**src/hw/rtl/gtd_pkg.sv**
```systemverilog
// Shared types and constants of the gyro turn detector.
// No dependencies.
`timescale 1ns / 1ps

package gtd_pkg;

    typedef enum logic [1:0] {
        KIND_SAMPLE = 2'd0,
        KIND_SKIP   = 2'd1,
        KIND_CLEAR  = 2'd2
    } kind_t;

    // register indexes
    localparam logic [1:0] REG_THRESHOLD = 2'd0;
    localparam logic [1:0] REG_FORWARD   = 2'd1;
    localparam logic [1:0] REG_BACKWARD  = 2'd2;
    localparam logic [1:0] REG_LONG      = 2'd3;

    localparam logic [6:0] THRESHOLD_RST = 7'd4;
    localparam logic [3:0] FORWARD_RST   = 4'd1;
    localparam logic [3:0] BACKWARD_RST  = 4'd2;
    localparam logic [3:0] LONG_RST      = 4'd3;

    localparam int IN_W  = 48;
    localparam int OUT_W = 48;

    localparam logic [15:0] CLAMP_STEPS = 16'd2;

    typedef struct packed {
        logic [6:0] threshold;
        logic [3:0] forward_code;
        logic [3:0] backward_code;
        logic [3:0] long_distance_code;
    } cfg_t;

    typedef struct packed {
        kind_t       kind;
        logic [3:0]  command;
        logic [15:0] steps_to_go;
        logic [15:0] skip_value;
    } item_t;

    typedef struct packed {
        logic [15:0] steps_out;
        logic [15:0] saved_steps;
        logic [3:0]  saved_command;
        logic        captured;
        logic        turn_detected;
        logic        over_threshold;
        logic        skipped;
        logic [7:0]  mean;
    } result_t;

endpackage

```
**src/hw/rtl/gtd_cell.sv**
```systemverilog
// One window cell: holds a sample and passes it on when the window shifts.
// No dependencies.
`timescale 1ns / 1ps

module gtd_cell (
    input  logic              aclk,
    input  logic              shift_en,
    input  logic signed [7:0] d,
    output logic signed [7:0] q
);

    logic signed [7:0] q_reg;

    always_ff @(posedge aclk) begin
        if (shift_en) begin
            q_reg <= d;
        end
    end

    assign q = q_reg;

endmodule

```
**src/hw/rtl/gtd_window.sv**
```systemverilog
// Sample window as a chain of cells, with fill tracking and the running sum.
// Uses gtd_cell.
`timescale 1ns / 1ps

module gtd_window #(
    parameter int WINDOW = 1024
) (
    input  logic                            aclk,
    input  logic                            aresetn,
    input  logic                            shift_en,
    input  logic signed [7:0]               sample,
    output logic signed [8+$clog2(WINDOW)-1:0] sum
);

    localparam int SUM_W = 8 + $clog2(WINDOW);
    localparam int CNT_W = $clog2(WINDOW);

    logic signed [7:0]       cell_q [WINDOW];
    logic signed [7:0]       oldest;
    logic [CNT_W-1:0]        fill_reg;
    logic                    full_reg;
    logic signed [SUM_W-1:0] sum_reg;
    logic signed [SUM_W-1:0] sum_next;

    for (genvar i = 0; i < WINDOW; i++) begin : g_cell
        if (i == 0) begin : g_head
            gtd_cell u_cell (.aclk(aclk), .shift_en(shift_en), .d(sample), .q(cell_q[i]));
        end else begin : g_body
            gtd_cell u_cell (.aclk(aclk), .shift_en(shift_en), .d(cell_q[i-1]), .q(cell_q[i]));
        end
    end

    // until the window has filled once, the dropped entry is a reset zero
    assign oldest   = full_reg ? cell_q[WINDOW-1] : 8'sd0;
    assign sum_next = sum_reg - SUM_W'(oldest) + SUM_W'(sample);

    always_ff @(posedge aclk) begin
        if (!aresetn) begin
            fill_reg <= '0;
            full_reg <= 1'b0;
            sum_reg  <= '0;
        end else if (shift_en) begin
            sum_reg <= sum_next;
            if (!full_reg) begin
                if (fill_reg == CNT_W'(WINDOW - 1)) begin
                    full_reg <= 1'b1;
                end else begin
                    fill_reg <= fill_reg + 1'b1;
                end
            end
        end
    end

    assign sum = sum_reg;

endmodule

```
**src/hw/rtl/gtd_detect.sv**
```systemverilog
// Mean by reciprocal multiply, threshold test, skip count and turn latch.
// Uses gtd_pkg; fed by the window sum.
`timescale 1ns / 1ps

module gtd_detect #(
    parameter int WINDOW = 1024
) (
    input  logic                               aclk,
    input  logic                               aresetn,
    input  gtd_pkg::cfg_t                      cfg,
    input  logic                               in_valid,
    output logic                               in_ready,
    input  gtd_pkg::item_t                     in_item,
    input  logic signed [8+$clog2(WINDOW)-1:0] sum,
    output logic                               m_valid,
    input  logic                               m_ready,
    output gtd_pkg::result_t                   m_result
);

    import gtd_pkg::*;

    localparam int SUM_W  = 8 + $clog2(WINDOW);
    localparam int SH     = SUM_W + $clog2(WINDOW);
    localparam int M_W    = SUM_W + 2;
    localparam int PROD_W = SUM_W + M_W;
    localparam longint unsigned RECIP = ((64'd1 << SH) + WINDOW - 1) / WINDOW;

    logic [M_W-1:0]    recip;
    logic [SUM_W-1:0]  mag;

    logic              s2_valid_reg;
    item_t             s2_item_reg;
    logic              s2_neg_reg;
    logic [PROD_W-1:0] s2_prod_reg;

    logic              m_valid_reg, m_valid_next;
    result_t           res_reg, res_next;
    logic [15:0]       skip_reg, skip_next;
    logic              latch_reg, latch_next;
    logic [3:0]        held_cmd_reg, held_cmd_next;
    logic [15:0]       held_steps_reg, held_steps_next;

    logic              adv;
    logic [7:0]        quot;
    logic [7:0]        mean_val;
    logic              over;
    logic              straight;

    assign recip = M_W'(RECIP);
    assign mag   = sum[SUM_W-1] ? SUM_W'(-sum) : SUM_W'(sum);

    assign adv      = s2_valid_reg && (!m_valid_reg || m_ready);
    assign in_ready = !s2_valid_reg || !m_valid_reg || m_ready;

    always_ff @(posedge aclk) begin
        if (!aresetn) begin
            s2_valid_reg <= 1'b0;
        end else if (in_ready) begin
            s2_valid_reg <= in_valid;
        end
    end

    always_ff @(posedge aclk) begin
        if (in_ready) begin
            s2_item_reg <= in_item;
            s2_neg_reg  <= sum[SUM_W-1];
            s2_prod_reg <= PROD_W'(mag) * PROD_W'(recip);
        end
    end

    // quotient magnitude never exceeds 128
    assign quot     = s2_prod_reg[SH +: 8];
    assign mean_val = s2_neg_reg ? (~quot + 8'd1) : quot;
    assign over     = quot > {1'b0, cfg.threshold};
    assign straight = (s2_item_reg.command == cfg.forward_code)
                   || (s2_item_reg.command == cfg.backward_code)
                   || (s2_item_reg.command == cfg.long_distance_code);

    always_comb begin
        skip_next       = skip_reg;
        latch_next      = latch_reg;
        held_cmd_next   = held_cmd_reg;
        held_steps_next = held_steps_reg;
        res_next        = res_reg;
        m_valid_next    = m_valid_reg && !m_ready;
        if (adv) begin
            case (s2_item_reg.kind)
                KIND_SAMPLE: begin
                    m_valid_next            = 1'b1;
                    res_next.mean           = mean_val;
                    res_next.skipped        = 1'b0;
                    res_next.over_threshold = 1'b0;
                    res_next.captured       = 1'b0;
                    res_next.steps_out      = s2_item_reg.steps_to_go;
                    if (skip_reg != 16'd0) begin
                        skip_next        = skip_reg - 16'd1;
                        res_next.skipped = 1'b1;
                    end else begin
                        res_next.over_threshold = over;
                        if (over && straight) begin
                            if (!latch_reg) begin
                                held_cmd_next     = s2_item_reg.command;
                                held_steps_next   = s2_item_reg.steps_to_go;
                                res_next.captured = 1'b1;
                                if (s2_item_reg.steps_to_go > CLAMP_STEPS) begin
                                    res_next.steps_out = CLAMP_STEPS;
                                end
                            end
                            latch_next = 1'b1;
                        end
                    end
                    res_next.turn_detected = latch_next;
                    res_next.saved_command = held_cmd_next;
                    res_next.saved_steps   = held_steps_next;
                end
                KIND_SKIP: begin
                    skip_next = s2_item_reg.skip_value;
                end
                KIND_CLEAR: begin
                    latch_next = 1'b0;
                end
                default: begin
                end
            endcase
        end
    end

    always_ff @(posedge aclk) begin
        if (!aresetn) begin
            m_valid_reg    <= 1'b0;
            skip_reg       <= '0;
            latch_reg      <= 1'b0;
            held_cmd_reg   <= '0;
            held_steps_reg <= '0;
        end else begin
            m_valid_reg    <= m_valid_next;
            skip_reg       <= skip_next;
            latch_reg      <= latch_next;
            held_cmd_reg   <= held_cmd_next;
            held_steps_reg <= held_steps_next;
        end
    end

    always_ff @(posedge aclk) begin
        res_reg <= res_next;
    end

    assign m_valid  = m_valid_reg;
    assign m_result = res_reg;

endmodule

```
**src/hw/rtl/gyro_turn_detector_core.sv**
```systemverilog
// Gyro turn detector: sample window, running mean and turn latch.
// Uses gtd_pkg, gtd_window, gtd_detect.
`timescale 1ns / 1ps
//
// Input stream (s_*): one transaction per item. s_tuser carries the kind
// (gyro sample, load skip count, clear turn latch); s_tdata the sample,
// command, steps left and skip value. Only gyro samples produce a result
// transaction on m_*; the other kinds update state silently.
// Registers sit behind the APB port at 0x0 threshold, 0x4 forward code,
// 0x8 backward code, 0xC long-distance code; write them only while idle.
// Throughput: one item per cycle while m_tready does not stall the output. A
// result passes through the window sum (updated at the accepting edge), the
// reciprocal multiply register, then detect into the output register.
// Reset: the window reads as all zero until it has filled once (a fill
// counter tracks this), so items are taken right after reset, no sweep.
// Stall: with m_tready low the pipeline keeps taking items until its three
// stages are full, then drops s_tready; nothing is lost or repeated.
//
module gyro_turn_detector_core #(
    parameter int WINDOW = 1024
) (
    input  logic                     aclk,
    input  logic                     aresetn,
    input  logic                     s_tvalid,
    output logic                     s_tready,
    // sample[7:0], command[11:8], steps_to_go[27:12], skip_value[43:28], zero[47:44]
    input  logic [gtd_pkg::IN_W-1:0] s_tdata,
    // kind[1:0]
    input  logic [1:0]               s_tuser,
    output logic                     m_tvalid,
    input  logic                     m_tready,
    // mean[7:0], skipped[8], over_threshold[9], turn_detected[10], captured[11],
    // saved_command[15:12], saved_steps[31:16], steps_out[47:32]
    output logic [gtd_pkg::OUT_W-1:0] m_tdata,
    input  logic                     psel,
    input  logic                     penable,
    input  logic                     pwrite,
    input  logic [3:0]               paddr,
    input  logic [31:0]              pwdata,
    output logic [31:0]              prdata,
    output logic                     pready
);

    import gtd_pkg::*;

    localparam int SUM_W = 8 + $clog2(WINDOW);

    cfg_t                    cfg_reg;
    logic                    cfg_wr;
    logic [1:0]              reg_idx;

    item_t                   in_item;
    logic                    accept;
    logic                    s1_valid_reg;
    item_t                   s1_item_reg;
    logic                    det_ready;
    logic signed [SUM_W-1:0] sum;
    result_t                 result;

    // config port
    assign pready  = 1'b1;
    assign reg_idx = paddr[3:2];
    assign cfg_wr  = psel && penable && pwrite && pready;

    always_ff @(posedge aclk) begin
        if (!aresetn) begin
            cfg_reg.threshold          <= THRESHOLD_RST;
            cfg_reg.forward_code       <= FORWARD_RST;
            cfg_reg.backward_code      <= BACKWARD_RST;
            cfg_reg.long_distance_code <= LONG_RST;
        end else if (cfg_wr) begin
            case (reg_idx)
                REG_THRESHOLD: cfg_reg.threshold          <= pwdata[6:0];
                REG_FORWARD:   cfg_reg.forward_code       <= pwdata[3:0];
                REG_BACKWARD:  cfg_reg.backward_code      <= pwdata[3:0];
                REG_LONG:      cfg_reg.long_distance_code <= pwdata[3:0];
                default: begin
                end
            endcase
        end
    end

    always_comb begin
        case (reg_idx)
            REG_THRESHOLD: prdata = 32'(cfg_reg.threshold);
            REG_FORWARD:   prdata = 32'(cfg_reg.forward_code);
            REG_BACKWARD:  prdata = 32'(cfg_reg.backward_code);
            REG_LONG:      prdata = 32'(cfg_reg.long_distance_code);
            default:       prdata = 32'd0;
        endcase
    end

    // input stage: the window sum is updated in the same cycle
    assign in_item.kind        = kind_t'(s_tuser);
    assign in_item.command     = s_tdata[11:8];
    assign in_item.steps_to_go = s_tdata[27:12];
    assign in_item.skip_value  = s_tdata[43:28];

    assign s_tready = !s1_valid_reg || det_ready;
    assign accept   = s_tvalid && s_tready;

    always_ff @(posedge aclk) begin
        if (!aresetn) begin
            s1_valid_reg <= 1'b0;
        end else if (s_tready) begin
            s1_valid_reg <= s_tvalid;
        end
    end

    always_ff @(posedge aclk) begin
        if (s_tready) begin
            s1_item_reg <= in_item;
        end
    end

    gtd_window #(.WINDOW(WINDOW)) u_window (
        .aclk     (aclk),
        .aresetn  (aresetn),
        .shift_en (accept && (in_item.kind == KIND_SAMPLE)),
        .sample   ($signed(s_tdata[7:0])),
        .sum      (sum)
    );

    gtd_detect #(.WINDOW(WINDOW)) u_detect (
        .aclk     (aclk),
        .aresetn  (aresetn),
        .cfg      (cfg_reg),
        .in_valid (s1_valid_reg),
        .in_ready (det_ready),
        .in_item  (s1_item_reg),
        .sum      (sum),
        .m_valid  (m_tvalid),
        .m_ready  (m_tready),
        .m_result (result)
    );

    assign m_tdata = result;

endmodule

```
**config.mk**
```make
export PLATFORM = sky130hd
export DESIGN_NAME = gyro_turn_detector_core
export DESIGN_NICKNAME = d
export VERILOG_FILES = /design/src/hw/rtl/gtd_pkg.sv /design/src/hw/rtl/gtd_cell.sv /design/src/hw/rtl/gtd_window.sv /design/src/hw/rtl/gtd_detect.sv /design/src/hw/rtl/gyro_turn_detector_core.sv
export SDC_FILE = /design/constraint.sdc
export NUM_CORES = 2
export LEC_CHECK = 0
export ABC_AREA = 0
export BUFFER_PORTS_ARGS = -buffer_cell sky130_fd_sc_hd__buf_2
export CAP_MARGIN = 25
export CORE_MARGIN = 2
export CORE_UTILIZATION = 30
export CTS_BUF_LIST = sky130_fd_sc_hd__clkbuf_2
export CTS_CLUSTER_DIAMETER = 150
export CTS_CLUSTER_SIZE = 8
export DETAILED_ROUTE_END_ITERATION = 10
export HOLD_SLACK_MARGIN = 0.06
export SETUP_SLACK_MARGIN = 0.02
export SLEW_MARGIN = 0
export SYNTH_ARGS = -nofsm -noshare
export SYNTH_HDL_FRONTEND = slang
export SYNTH_SLANG_ARGS = --single-unit
```
**constraint.sdc**
```tcl
create_clock -name aclk -period 247.2 [get_ports aclk]
set_clock_uncertainty 0.2 [all_clocks]
set_input_delay 12.36 -clock aclk [delete_from_list [all_inputs] [get_ports aclk]]
set_output_delay 12.36 -clock aclk [all_outputs]
set_load 0.02 [all_outputs]
```
After elaboration in Yosys (flattened, before gate mapping)
Cells that the tools add are included.
{ "totals": {"inputBits": 93, "ff_bits": 8423} }
{ "classes": {"reduce_logical": 32, "bitwise_logic": 4, "magnitude_cmp": 2, "add_sub_neg": 6, "eq_ne": 10, "mux": 25} }
{ "op_table": {"columns": ["op", "count"], "rows": [
  ["$mux W16", 8],
  ["$pmux W32 S4", 1],
  ["$pmux W16 S2", 1],
  ["$add A18 B8 Y18", 1],
  ["$neg A18 Y18", 1],
  ["$sub A18 B8 Y18", 1],
  ["$mux W17", 1],
  ["$gt A16 B2 Y1 const B", 1],
  ["$mux W8", 2],
  ["$reduce_bool A16 Y1", 1],
  ["$sub A16 B1 Y16 const B", 1],
  ["$eq A4 B4 Y1", 3],
  ["$mux W4", 3],
  ["$reduce_and A2 Y1", 6],
  ["$add A10 B1 Y10 const B", 1],
  ["$eq A10 B10 Y1 const B", 1],
  ["$add A8 B1 Y8 const B", 1],
  ["$gt A8 B7 Y1", 1],
  ["$mux W1", 8],
  ["$not A8 Y8", 1],
  ["$logic_and A1 B1 Y1", 7],
  ["$eq A2 B2 Y1 const B", 3],
  ["$logic_not A2 Y1", 3],
  ["$logic_or A1 B1 Y1", 6],
  ["other kinds (8)", 16]
]} }

Longest topological paths before layout
{ "logic_depth": {"depth_word": 7, "mapped_depth": 13, "ltp_nobuf": 13} }

By module
Synthesis repeated with hierarchy kept, for this count alone.
{ "hier_totals": {"hier_cells": 9171, "area_unflattened_um2": 256938.9} }
{ "by_module_without_submodules": {"columns": ["mod", "seq_area_each_um2", "cells_per_inst", "area_each_um2", "n_inst"], "rows": [
  ["gtd_cell", 240.2, 8, 240.2, 1024],
  ["gtd_detect", 3633.5, 476, 5860.6, 1],
  ["gtd_window", 580.6, 344, 2742.6, 1],
  ["gyro_turn_detector_core", 1541.5, 159, 2339.7, 1]
]} }

Least setup slack after synthesis
No wires, ideal clock.
{ "synth_timing": {"kind": "in2reg", "from": "input port m_tready", "to": "register u_window.sum_reg[16], in the netlist u_window.sum[16]", "setup_time_ns": 0.497, "t_arrival_ns": 244.777, "path_slack_ns": 1.726, "stages": 6, "path_buffers": 1, "cell_sequence": "nand4b_1 -> nand3_1 -> inv_1 -> buf_1 -> nand3_1 -> o211ai_1"} }
{ "synth_via": {"elab_chain_cells": 4} }
{ "synth_rtl": {"columns": ["element", "line_no", "source"], "rows": [
  ["start, declared", "gyro_turn_detector_core.sv:31", "input logic m_tready,"],
  ["$logic_or A1 B1 Y1", "gtd_detect.sv:53", "assign in_ready = !s2_valid_reg || !m_valid_reg || m_ready;"],
  ["$logic_or A1 B1 Y1", "gyro_turn_detector_core.sv:99", "assign s_tready = !s1_valid_reg || det_ready;"],
  ["$logic_and A1 B1 Y1", "gyro_turn_detector_core.sv:100", "assign accept = s_tvalid && s_tready;"],
  ["$logic_and A1 B1 Y1", "gyro_turn_detector_core.sv:119", ".shift_en (accept && (in_item.kind == KIND_SAMPLE)),"],
  ["net u_window.g_cell[0].g_head.u_cell.shift_en", "gtd_cell.sv:7", "input logic shift_en,"],
  ["end signal, assigned", "gtd_window.sv:43", "sum_reg <= sum_next;"],
  ["end, declared", "gtd_window.sv:22", "logic signed [SUM_W-1:0] sum_reg;"]
]} }
The timed path passes the listed nets, and every way through them passes these cells.
A chain may end at the register's enable or synchronous reset.

Worst setup path after layout
{ "layout_timing": {"from": "input port paddr[2]", "to": "output port prdata[3]"} }
{ "layout_via": {"elab_chain_cells": 2, "elab_cells_between_ends": 5, "cone_classes": "eq/ne (3); mux (1); reduce/logical (1)"} }
{ "layout_rtl": {"columns": ["element", "line_no", "source"], "rows": [
  ["start, declared", "gyro_turn_detector_core.sv:38", "input logic [3:0] paddr,"],
  ["$eq A2 B2 Y1, or another cell as far along", "gyro_turn_detector_core.sv:84", "case (reg_idx)"],
  ["$pmux W32 S4 *", "gyro_turn_detector_core.sv:84", null],
  ["end, declared", "gyro_turn_detector_core.sv:40", "output logic [31:0] prdata,"]
]} }
Mark *: on every way between the ends. The rest lies on a longest branch, timed or not. The select of a mux whose other input is x is not followed.

==> impl_metrics.csv <==
group,metric,value,unit
critical_path,endpoint_kind,"output port",
floorplan,num_rows,339,
clock_network,cts-root-buf,"clkbuf_2",
floorplan,ios,176,
logic_synthesis,synth_ff_type,"edfxtp_1",
min_path,hold_start,"u_window.g_cell[78].g_body.u_cell.q[7]",
final_layout,syn_to_final_growth,9.10,%
logic_synthesis,synthesis.area,257000,µm²
clock_network,cts.clk_slew.worst_paths,0.19,ns
route,drtPass1Iterations,5,
outcome,status,"complete, no violations",
power_and_ir_drop,ir_drop,0.00521,mV
placement,dpl.hpwl,144000,µm
placement,place_inst,20599,
placement,gp_congestion,0.697,
clock_network,clock_path_buffers,5,
clock_network,hold_buffers,20,
placement,numPortBuffers,118,
floorplan,fp.dieW,929,µm
grt,groute.usage.overall,7.25,%
timing,setup_viol,0,
timing,period_needed,26.24,ns
floorplan,die_y,929,µm
floorplan,start_util,30.1,%
final_layout,final_cells,22038,
critical_path,reg2reg_from,"u_detect.s2_valid_reg",
floorplan,dieArea,863000,µm²
final_layout,fillers,79018,
logic_synthesis,ys_seq_area_share,98.1,%
clock_network,cts_tree,"done",
timing,timing.setup.tns,0,ns
grt,grt_pass1_wl,499000,µm
logic_synthesis,synth_area_per_cell,28.0,µm²
logic_synthesis,synth.distinct_cells,68,
route,wl_per_cell,14.9,µm
critical_path,critical_path_class,"in2out",
route,drc,0,
final_layout,nNetsFinal,10800,
grt,met3_usage,2.17,%
grt,grt-ovfl-total,0,
logic_synthesis,synth_seq_cells,8413,
clock_network,cts.sinks,8413,
min_path,min_path_type,"reg2reg",
power_and_ir_drop,power_per_cell_area,7.90,nW/µm²
logic_synthesis,synth_cells,9174,
critical_path,reg2reg_depth,13,
critical_path,start_kind,"primary input",
min_path,holdPathEnd,"u_window.g_cell[79].g_body.u_cell.q[7]",
critical_path,timing.rr.end,"u_window.g_cell[382].g_body.u_cell.q[1]",
critical_path,worstPathArrival,13.68,ns
timing,rsz0062_at_grt,"no",
logic_synthesis,yosys_warnings,0,
timing,hold_violations,0,
logic_synthesis,synth_edf_count,8325,
timing,tightest_slew,1.36,ns
grt,antenna_found_initial,15,
route,wl,327000,µm
power_and_ir_drop,leakage,0.0866,µW
timing,max_freq,0.0381,GHz
timing,slew_headroom,9.25,%
min_path,hold_depth,0,
route,viasPerCell,3.98,
clock_network,cts_buffers,1252,
route,vias,87673,
clock_network,clk_latency,2.25,ns
critical_path,critPathMaxFanout,11,
timing,slew_violations,0,
grt,use_met1,11.4,%
clock_network,cts-resized-gates,0,
power_and_ir_drop,p_total,2210,µW
logic_synthesis,async_flop_share,0,%
final_layout,largest_reg_flops,8184,
route,ant_nets,0,
grt,grt_pass1_vias,86176,
timing,fin_crit_sh,10.6,%
critical_path,cp_data_required_time,234.64,ns
clock_network,post_cts_buffers,0,
grt,gr-usage-met2,8.74,%
grt,top_usage_layer,"met1",
critical_path,reg2reg_slack,238.95,ns
floorplan,core_area,852000,µm²
route,dr.first_iter.drc_count,8723,
final_layout,drive_gt1_share,15.0,%
job,drv_cap,0,
clock_network,cts.htree.levels,7,
grt,grt_max_degree,226,
==> metrics by stage <==
stage               hold slack, ns  area [µm²]  worst slack, ns  utilization (%)
finish                      0.0672      280000           220.96             32.8
detailed placement           0.205      272000           220.90             31.9
global route                0.0275      280000           220.88             32.8
global placement             0.201      272000           220.90             31.9
floorplan                    0.200      257000             1.73                -
CTS                         0.0605      279000           220.90             32.7
==> logic make-up after synthesis <==
group | share of synthesized area [%]
compound gates | 0.335
xor+xnor | 0.147
fa+ha+maj | 0.274
buf+inv | 0.258
flops | 98.1
mux | 0.172
other cells | 0.00293
simple gates | 0.680
==> layer usage <==
| metal | share of wire (%) | routed length (µm) |
|---|---|---|
| met5 | 0.0082 | 27 |
| met4 | 3.4 | 11100 |
| met3 | 5.0 | 16500 |
| met2 | 38 | 125000 |
| met1 | 53 | 175000 |
==> cell usage after synthesis (all sizes together), types with 5 or more instances <==
cell type  number  share of area [%]
and3            8              0.020
nand2b          6              0.018
dfxtp          88               0.69
nand2         112               0.16
inv            80               0.12
nor4           12              0.029
mux2i          35               0.14
nor2b          11              0.027
nand3          32              0.062
xor2           15              0.051
nor2           70               0.10
buf            36              0.099
xnor2          28              0.096
a31oi           6              0.015
a211oi          5              0.015
o21ai          38              0.076
o21a            7              0.020
fa             17               0.13
clkbuf         28              0.041
nand4           9              0.024
o31ai           6              0.018
ha             29               0.14
nor3           16              0.038
a21oi          48              0.094
edfxtp       8325                 97
a21o            7              0.020
and2           44               0.11
==> worst max-delay path by stage <==
stage | depth (start not counted) | to | from
after floorplan | 6 | u_window.sum[16] | m_tready
after global placement | 3 | prdata[3] | paddr[2]
after detailed placement | 3 | prdata[3] | paddr[2]
after CTS | 3 | prdata[3] | paddr[2]
after global routing | 3 | prdata[3] | paddr[2]
final | 3 | prdata[3] | paddr[2]
==> placed cells by master (no fill, tap or decap), types with 5 or more instances in the layout <==
cell type / netlist / routed
nand2_1: 112 / 111
a21o_1: 7 / 7
buf_16: 0 / 23
o31ai_1: 6 / 6
nor2_1: 70 / 70
inv_1: 79 / 77
o21ai_0: 17 / 17
mux2i_1: 35 / 35
nand3_1: 32 / 32
dlygate4sd3_1: 0 / 38
clkbuf_2: 0 / 1320
and2_1: 44 / 44
buf_2: 6 / 118
xnor2_1: 28 / 28
dfxtp_1: 88 / 88
nand4_1: 8 / 8
xor2_1: 15 / 15
inv_2: 1 / 23
nand2b_1: 5 / 5
buf_12: 0 / 20
and3_1: 8 / 8
a31oi_1: 6 / 6
nor4_1: 12 / 12
buf_4: 26 / 73
edfxtp_1: 8325 / 8325
a21oi_1: 48 / 48
ha_1: 29 / 29
bufinv_16: 0 / 5
o21ai_1: 20 / 20
conb_1: 2 / 26
a211oi_1: 5 / 5
fa_1: 17 / 17
nor2b_1: 11 / 10
diode_2: 0 / 25
o21a_1: 7 / 7
nor3_1: 14 / 13
==> cell type report <==
cell class	count	area, µm²	share of cell area [%]
multi-input cells	641	4240	1.51
well taps	11253	14100	5.03
flip-flops and latches	8413	252000	89.9
diodes	25	62.6	0.0224
clock inverters	33	282	0.101
repair buffers	273	2570	0.917
inverters	80	308	0.110
clock buffers	1320	6610	2.36
==> worst max-delay path: stages <==
cell,delay [ns]
buf_2,0.25
mux4_2,0.77
buf_2,0.27
==> power by group <==
part	internal, µW	total [µW]	leakage, µW	switching, µW
combinational	6.77	34.2	0.00363	27.5
sequential	1600	1610	0.0773	11.1
clock	145	570	0.00567	425
(Power assumes the default switching activity.)
